--- config.mk ---
export PLATFORM = sky130hd
export DESIGN_NAME = tspd_queue
export DESIGN_NICKNAME = d
export VERILOG_FILES = /design/src/rtl/tspd_pkg.sv /design/src/rtl/tspd_cell.sv /design/src/rtl/tspd_queue.sv
export SDC_FILE = /design/constraint.sdc
export NUM_CORES = 2
export LEC_CHECK = 0
export BUFFER_PORTS_ARGS = -buffer_cell sky130_fd_sc_hd__buf_4
export CORE_MARGIN = 5
export CORE_UTILIZATION = 45
export CTS_BUF_LIST = sky130_fd_sc_hd__clkbuf_8
export CTS_CLUSTER_DIAMETER = 100
export DETAILED_ROUTE_END_ITERATION = 10
export MAX_ROUTING_LAYER = met4
export PLACE_DENSITY = 0.7
export SETUP_SLACK_MARGIN = 0.3
export SYNTH_ARGS = -nofsm -noshare
export SYNTH_HDL_FRONTEND = slang
export SYNTH_SLANG_ARGS = --single-unit
--- constraint.sdc ---
create_clock -name clock -period 9 [get_ports clock]
set_input_delay 0.9 -clock clock [delete_from_list [all_inputs] [get_ports clock]]
set_output_delay 0.9 -clock clock [all_outputs]
set_load 0.05 [all_outputs]
--- src/rtl/tspd_pkg.sv ---
// ----------------------------------------------------------------------------
// tspd_pkg
// Shared types and constants for the two-station priority dispatch block.
// ----------------------------------------------------------------------------
package tspd_pkg;

   localparam int QUEUE_DEPTH = 64;
   localparam int COUNT_W     = $clog2(QUEUE_DEPTH + 1);
   localparam int ID_W        = 10;
   localparam int RANK_W      = ID_W + 1;
   localparam int WAIT_W      = 7;

   typedef enum logic {
      OP_ENQUEUE  = 1'b0,
      OP_DISPATCH = 1'b1
   } opcode_type;

   typedef struct packed {
      logic            pri;
      logic [ID_W-1:0] id;
   } entry_type;

   // Per-cycle command broadcast along a row of cells
   typedef struct packed {
      logic      insert;
      logic      pop;
      entry_type new_entry;
   } cell_ctrl_type;

   // Larger rank is served earlier: priority first, then lower id
   function automatic logic [RANK_W-1:0] rank_of(entry_type e);
      return {e.pri, ~e.id};
   endfunction

endpackage

--- src/rtl/tspd_cell.sv ---
// ----------------------------------------------------------------------------
// tspd_cell
// One slot of a sorted queue: holds an entry, shifts on insert or pop.
// ----------------------------------------------------------------------------
module tspd_cell (
   input  logic                     clock,
   input  tspd_pkg::cell_ctrl_type  ctrl,
   input  logic                     occupied,
   input  tspd_pkg::entry_type      prev_entry,
   input  logic                     prev_goes,
   input  tspd_pkg::entry_type      next_entry,
   output tspd_pkg::entry_type      entry,
   output logic                     goes
);

   tspd_pkg::entry_type entry_ff, entry_in;

   // new entry belongs at or ahead of this slot
   assign goes = !occupied ||
                 (tspd_pkg::rank_of(entry_ff) <= tspd_pkg::rank_of(ctrl.new_entry));

   always_comb begin
      entry_in = entry_ff;
      if (ctrl.pop) begin
         entry_in = next_entry;
      end else if (ctrl.insert && goes) begin
         entry_in = prev_goes ? prev_entry : ctrl.new_entry;
      end
   end

   always_ff @(posedge clock) begin
      entry_ff <= entry_in;
   end

   assign entry = entry_ff;

endmodule

--- src/rtl/tspd_queue.sv ---
// ----------------------------------------------------------------------------
// tspd_queue
// Sorted queue built as a row of cells, head in cell 0, with fill count.
// ----------------------------------------------------------------------------
module tspd_queue (
   input  logic                            clock,
   input  logic                            reset,
   input  tspd_pkg::cell_ctrl_type         ctrl,
   output tspd_pkg::entry_type             head,
   output logic                            full,
   output logic                            empty,
   output logic [tspd_pkg::COUNT_W-1:0]    count,
   output logic [tspd_pkg::COUNT_W-1:0]    count_next
);

   logic [tspd_pkg::COUNT_W-1:0] count_ff, count_in;
   tspd_pkg::entry_type          entries [tspd_pkg::QUEUE_DEPTH];
   logic                         goes    [tspd_pkg::QUEUE_DEPTH];

   genvar i;
   generate
      for (i = 0; i < tspd_pkg::QUEUE_DEPTH; i++) begin : g_cell
         tspd_pkg::entry_type prev_e, next_e;
         logic                prev_g;

         if (i == 0) begin : g_first
            assign prev_e = entries[0];
            assign prev_g = 1'b0;
         end else begin : g_rest
            assign prev_e = entries[i-1];
            assign prev_g = goes[i-1];
         end

         if (i == tspd_pkg::QUEUE_DEPTH - 1) begin : g_last
            assign next_e = entries[i];
         end else begin : g_mid
            assign next_e = entries[i+1];
         end

         tspd_cell u_cell (
            .clock      (clock),
            .ctrl       (ctrl),
            .occupied   (tspd_pkg::COUNT_W'(i) < count_ff),
            .prev_entry (prev_e),
            .prev_goes  (prev_g),
            .next_entry (next_e),
            .entry      (entries[i]),
            .goes       (goes[i])
         );
      end
   endgenerate

   always_comb begin
      count_in = count_ff;
      if (ctrl.insert) begin
         count_in = count_ff + 1'b1;
      end else if (ctrl.pop) begin
         count_in = count_ff - 1'b1;
      end
   end

   always_ff @(posedge clock) begin
      if (reset) begin
         count_ff <= '0;
      end else begin
         count_ff <= count_in;
      end
   end

   assign head       = entries[0];
   assign full       = (count_ff == tspd_pkg::COUNT_W'(tspd_pkg::QUEUE_DEPTH));
   assign empty      = (count_ff == '0);
   assign count      = count_ff;
   assign count_next = count_in;

endmodule

# [Yosys cells after proc, flatten, opt, wreduce, memory -nomap -nowiden]
# Index checks and enable logic that the tools add are counted.
[totals] reg_bits=711 inputBits=15 output_inout_bits=27 word_cells=774
[classes] add_sub_neg=2 order_cmp=128 eq_ne=1 muxes=191 bitwise_logic=66 n_reduce_logical=257
[ops] op="$mux W11" n=189
[ops] op="$le A11 B11 Y1" n=64
[ops] op="$not A10 Y10" n=65
[ops] op="$lt A6 B7 Y1 const A" n=32
[ops] op="$reduce_bool A2 Y1" n=63
[ops] op="$lt A5 B7 Y1 const A" n=16
[ops] op="$logic_and A1 B1 Y1" n=64
[ops] op="$logic_not A1 Y1" n=64
[ops] op="$logic_or A1 B1 Y1" n=64
[ops] op="$lt A4 B7 Y1 const A" n=8
[ops] op="$lt A3 B7 Y1 const A" n=4
[ops] op="$lt A1 B7 Y1 const A" n=2
[ops] op="$lt A2 B7 Y1 const A" n=2
[ops] op="$mux W7" n=2
[ops] op="$add A7 B1 Y7 const B" n=1
[ops] op="$eq A7 B7 Y1 const B" n=1
[ops] op="$logic_not A7 Y1" n=1
[ops] op="$sub A7 B1 Y7 const B" n=1
[ops] op="$reduce_and A2 Y1" n=1
[ops] op="$not A1 Y1" n=1

# [Logic depth before layout (Yosys ltp)]
[logic_depth] ltp_word=6 mapped_depth=8 ltp_nobuf=7

# [Modules after synthesis]
# A second synthesis with hierarchy kept.
[unflattened] cells_unflattened=5751 hier_area_um2=55997.5
[modules_own_cells] module="tspd_cell" instances=64 cells_each=87 area_each_um2=857.1 seq_area_each_um2=330.3
[modules_own_cells] module="tspd_queue" instances=1 cells_each=183 area_each_um2=1144.8 seq_area_each_um2=140.1

# [Worst setup path after synthesis]
# Ideal clock, no wire load.
[synth_timing] path_kind="input -> register" startpoint="in ctrl[10] in the netlist's numbering" endpoint="reg g_cell[59].u_cell.entry_ff (netlist bit g_cell[59].u_cell.entry[0]) (enable)" setup_time_ns=0.394 arrival_time_ns=4.311 t_required_ns=8.606 path_slack_ns=4.295 path_stages=8 path_buffers=1 path_cell_list="inv_1 ha_1 a21oi_1 o21ai_0 or3_1 and2_1 clkbuf_1 o21ai_0"
[synth_between] elab_chain_cells=4
[synth_lines] element="start: declaration" line_no="tspd_queue.sv:8" text="input tspd_pkg::cell_ctrl_type ctrl,"
[synth_lines] element="$le A11 B11 Y1" line_no="tspd_cell.sv:20" text="(tspd_pkg::rank_of(entry_ff) <= tspd_pkg::rank_of(ctrl.new_entry));"
[synth_lines] element="$logic_or A1 B1 Y1" line_no="tspd_cell.sv:19" text="assign goes = !occupied ||"
[synth_lines] element="$logic_and A1 B1 Y1" line_no="tspd_cell.sv:26" text="end else if (ctrl.insert && goes) begin"
[synth_lines] element="$reduce_bool A2 Y1 (no line)"
[synth_lines] element="end signal: assignment" line_no="tspd_cell.sv:32" text="entry_ff <= entry_in;"
[synth_lines] element="end: declaration" line_no="tspd_cell.sv:16" text="tspd_pkg::entry_type entry_ff, entry_in;"
# Every way passes these cells.
# A chain may end at the register's enable or synchronous reset.

# [Worst setup path after layout]
[layout_timing] startpoint="in ctrl[12] in the netlist's numbering" endpoint="out count_next[5] in the netlist's numbering"
[layout_between] elab_chain_cells=1
[layout_lines] element="$mux W7" line_no="tspd_queue.sv:55" text="if (ctrl.insert) begin"
[layout_lines] element="end: declaration" line_no="tspd_queue.sv:13" text="output logic [tspd_pkg::COUNT_W-1:0] count_next"
# Every way passes these cells.

==> impl_metrics.ini <==
[clocking]
cts.path.max_buffers = 3
cts_resized = 0
clk_latency_ns = 0.86
cts.sinks = 711
htree_levels = 4
cts_buffers = 137
postCtsSetupBuffers = 0
cts_hold_buf = 0
clk_pin_slew_ns = 0.06
cts-root-buf = clkbuf_8
tritoncts = yes

[layout]
nNetsFinal = 5870
final_layout_size_suffix_gt1_share_pct = 9.09
syn_to_final_growth_pct = 8.20

[floorplan]
die-width_um = 354
ios = 42
start_util_pct = 45.2
rows = 126
dieArea_um2 = 126000
coreArea_um2 = 118000
die_h_um = 354

[timing]
fin_crit_ns = 4.61
skew_ns = 0.0316
max_freq_mhz = 217
setup_viol = 0
rsz0062_at_grt = false
hold_viol_final = 0
hold_slack_ns = 0.313
fin_crit_sh_pct = 51.2
slew_headroom_pct = 2.16
worst_pin_slew_ns = 1.46
finalSetupTns_ns = 0
slew_viol_final = 0

[yosys]
syn_area_um2 = 53300
synth-edff-count = 704
yosys.area_share.xor_xnor_pct = 0.0985
async_flop_share_pct = 0
synth_compound_area_share_pct = 27.9
synth_cells = 5180
yosysSeqAreaShare_pct = 39.9
syn_area_per_cell_um2 = 10.3
synthAdderAreaFrac_pct = 16.6
synth_cell_types = 67
synthSimpleGateAreaFrac_pct = 8.68
synth.area.mux_share_pct = 0.232
synth_nets = 5903
synth_ff_type = edfxtp_1
ys_ff_latch = 711
yosys_warnings = 0
synth_top_family_by_area = compound AO/OA/AOI/OAI gates

[worst_setup_path]
cpMostUsedCell = buf_4
startpoint_type = primary input
path_buf_inv = 5
crit_required_ns = 8.10
arrival_ns = 3.71
timing_worst_setup_path_type = in2out
crit_path_end_kind = primary output
critPathMaxFanout = 24
critPathSlowestCell = buf_4
max_stage_delay_ns = 0.65
critPathTopFamily = buffers and inverters
crit_chain = buf_4 -> buf_4 -> inv_2 -> buf_4 -> nor3_1 -> a21oi_1 -> xnor2_1 -> buf_4

[run_status]
status = finished, violations left
violations = max-capacitance violations

[placement]
place.gp.congestion = 0.966
dp_hpwl_mm = 129
port_buffers = 41

[pwr]
p_leak_nw = 23.8
cellPowerDensity_nw_per_um2 = 236
vdd_drop_max_uv = 139

[routing]
drc = 0
drtPass1Iterations = 6
dr_total_vias = 47600
wl_per_cell_um = 28.5
drtIter0Drc = 6661
via_per_inst = 7.02
antenna_left = 0
totalWireLength_mm = 194

[grt]
antenna_found_initial = 7
grt_first_pass_wirelength_mm = 284
use_met1_pct = 39.0
grt_usage_pct = 30.3
grt_busiest_layer = met2
grt_max_degree = 157
grt_util_met2_pct = 45.4
grt-ovfl-total = 0
grt_pass1_vias = 45900
met3_usage_pct = 6.45

[worst_hold_path]
hp-class = in2reg

[job]
max_cap_violations = 1
layout by cell type, fill, tap and decap left out, types with 10 or more instances in the layout:
| master | Yosys | final |
|---|---|---|
| o311ai_0 | 12 | 12 |
| a2111oi_2 | 31 | 34 |
| nor2b_1 | 22 | 13 |
| nand2_1 | 288 | 279 |
| a21oi_2 | 17 | 17 |
| a2111o_1 | 42 | 42 |
| o221ai_1 | 350 | 350 |
| inv_1 | 602 | 643 |
| and3_1 | 30 | 30 |
| or3_1 | 29 | 29 |
| a21oi_1 | 307 | 307 |
| nand3b_1 | 60 | 60 |
| a221o_1 | 235 | 235 |
| mux2_2 | 11 | 11 |
| nand3_1 | 84 | 84 |
| buf_4 | 8 | 130 |
| a31o_2 | 65 | 65 |
| nor3_1 | 32 | 31 |
| ha_1 | 708 | 708 |
| o211ai_1 | 407 | 407 |
| a21o_1 | 146 | 146 |
| o21a_1 | 11 | 11 |
| nand4_1 | 116 | 116 |
| clkinv_1 | 0 | 24 |
| edfxtp_1 | 704 | 704 |
| clkinv_2 | 0 | 11 |
| clkbuf_8 | 0 | 147 |
| a32o_1 | 58 | 58 |
| o211a_1 | 21 | 21 |
| nor2_1 | 222 | 219 |
| and2_1 | 31 | 31 |
| or2_2 | 10 | 10 |
| o21ai_0 | 131 | 130 |
| or4_1 | 14 | 14 |
per-layer routing:
| layer | routed length, µm | vias up |
|---|---|---|
| met5 | 0 | - |
| met4 | 11500 | 0 |
| met3 | 23300 | 748 |
| met2 | 83800 | 3200 |
| met1 | 75000 | 23000 |
| li1 | - | 20700 |
cell families (layout without fill, tap and decap cells):
family / count (synthesis) / after routing
AOI/OAI and AO/OA: 1891 / 1891
xor gates and xnor gates: 6 / 6
adders and majority gates: 708 / 708
buffers and inverters: 906 / 972
DFF: 711 / 711
muxes: 11 / 11
other: 0 / 7
and+or+nand+nor: 947 / 947
path summary, 6_finish.rpt:
kind / startpoint / endpoint / slack, ns / cells past startpoint
max: ctrl[12] / count_next[5] / 4.39 / 8
min reg2reg: g_cell[19].u_cell.entry[8]$_DFFE_PP_ / g_cell[20].u_cell.entry[8]$_DFFE_PP_ / 0.57 / 1
min: reset / count[6]$_SDFF_PP0_ / 0.31 / 2
max reg2reg: count[6]$_SDFF_PP0_ / g_cell[45].u_cell.entry[1]$_DFFE_PP_ / 5.05 / 6
synthesized netlist by cell type (21+ instances only):
master / count / area share [%]
o21ai_0: 131 / 1.2
a31o_2: 65 / 1.1
a21oi_1: 307 / 2.9
nand3b_1: 60 / 0.84
and2_1: 31 / 0.36
a32o_1: 58 / 1.1
o211a_1: 21 / 0.39
a2111oi_2: 31 / 0.87
nand4_1: 116 / 1.4
a221o_1: 235 / 4.4
nor3_1: 32 / 0.30
or3_1: 29 / 0.34
nand2_1: 288 / 2.0
o211ai_1: 407 / 5.7
nor2b_1: 22 / 0.26
ha_1: 708 / 17
nand3_1: 84 / 0.79
inv_1: 602 / 4.2
nor2_1: 222 / 1.6
clkbuf_1: 223 / 1.6
and3_1: 30 / 0.35
a2111o_1: 42 / 0.89
o221ai_1: 350 / 5.7
edfxtp_1: 704 / 40
buf_2: 66 / 0.62
a21o_1: 146 / 2.1
layout make-up:
cell class                      count  area (µm²)
Clock inverter                     91         492
Multi-Input combinational cell   3563       28700
Timing Repair Buffer              132        1010
Antenna cell                        7        17.5
Tap cell                         1536        1920
Sequential cell                   711       21300
Clock buffer                      147        2020
Inverter                          602        2270
Fill cell                       10700       60200
through the flow:
| stage | utilization, % | instances | cell area [µm²] | setup WS (ns) | power [W] |
|---|---|---|---|---|---|
| 6_report | 48.9 | 6789 | 57700 | 4.39 | 0.0136 |
| 5_1_grt | 48.9 | 6788 | 57700 | 4.51 | 0.0143 |
| 4_1_cts | 48.9 | 6782 | 57700 | 4.56 | 0.0135 |
| 3_5_place_dp | 46.8 | 6544 | 55200 | 4.07 | 0.0103 |
| 3_3_place_gp | 46.8 | 6544 | 55200 | 4.16 | 0.0101 |
| 2_1_floorplan | - | 5180 | 53300 | 4.29 | 0.00865 |
state kept, by name, indices dropped and copies added (netlist names):
name                 cells
count                    7
g_cell.u_cell.entry    704
power breakdown:
part | switching [W] | internal [W] | leakage (nW)
clock network | 0.00155 | 0.00161 | 1.45
logic | 0.00319 | 0.00186 | 14.9
registers | 0.000655 | 0.00474 | 7.47
total | 0.00539 | 0.00821 | 23.8
No activity file was read; power rests on OpenSTA's default activity.
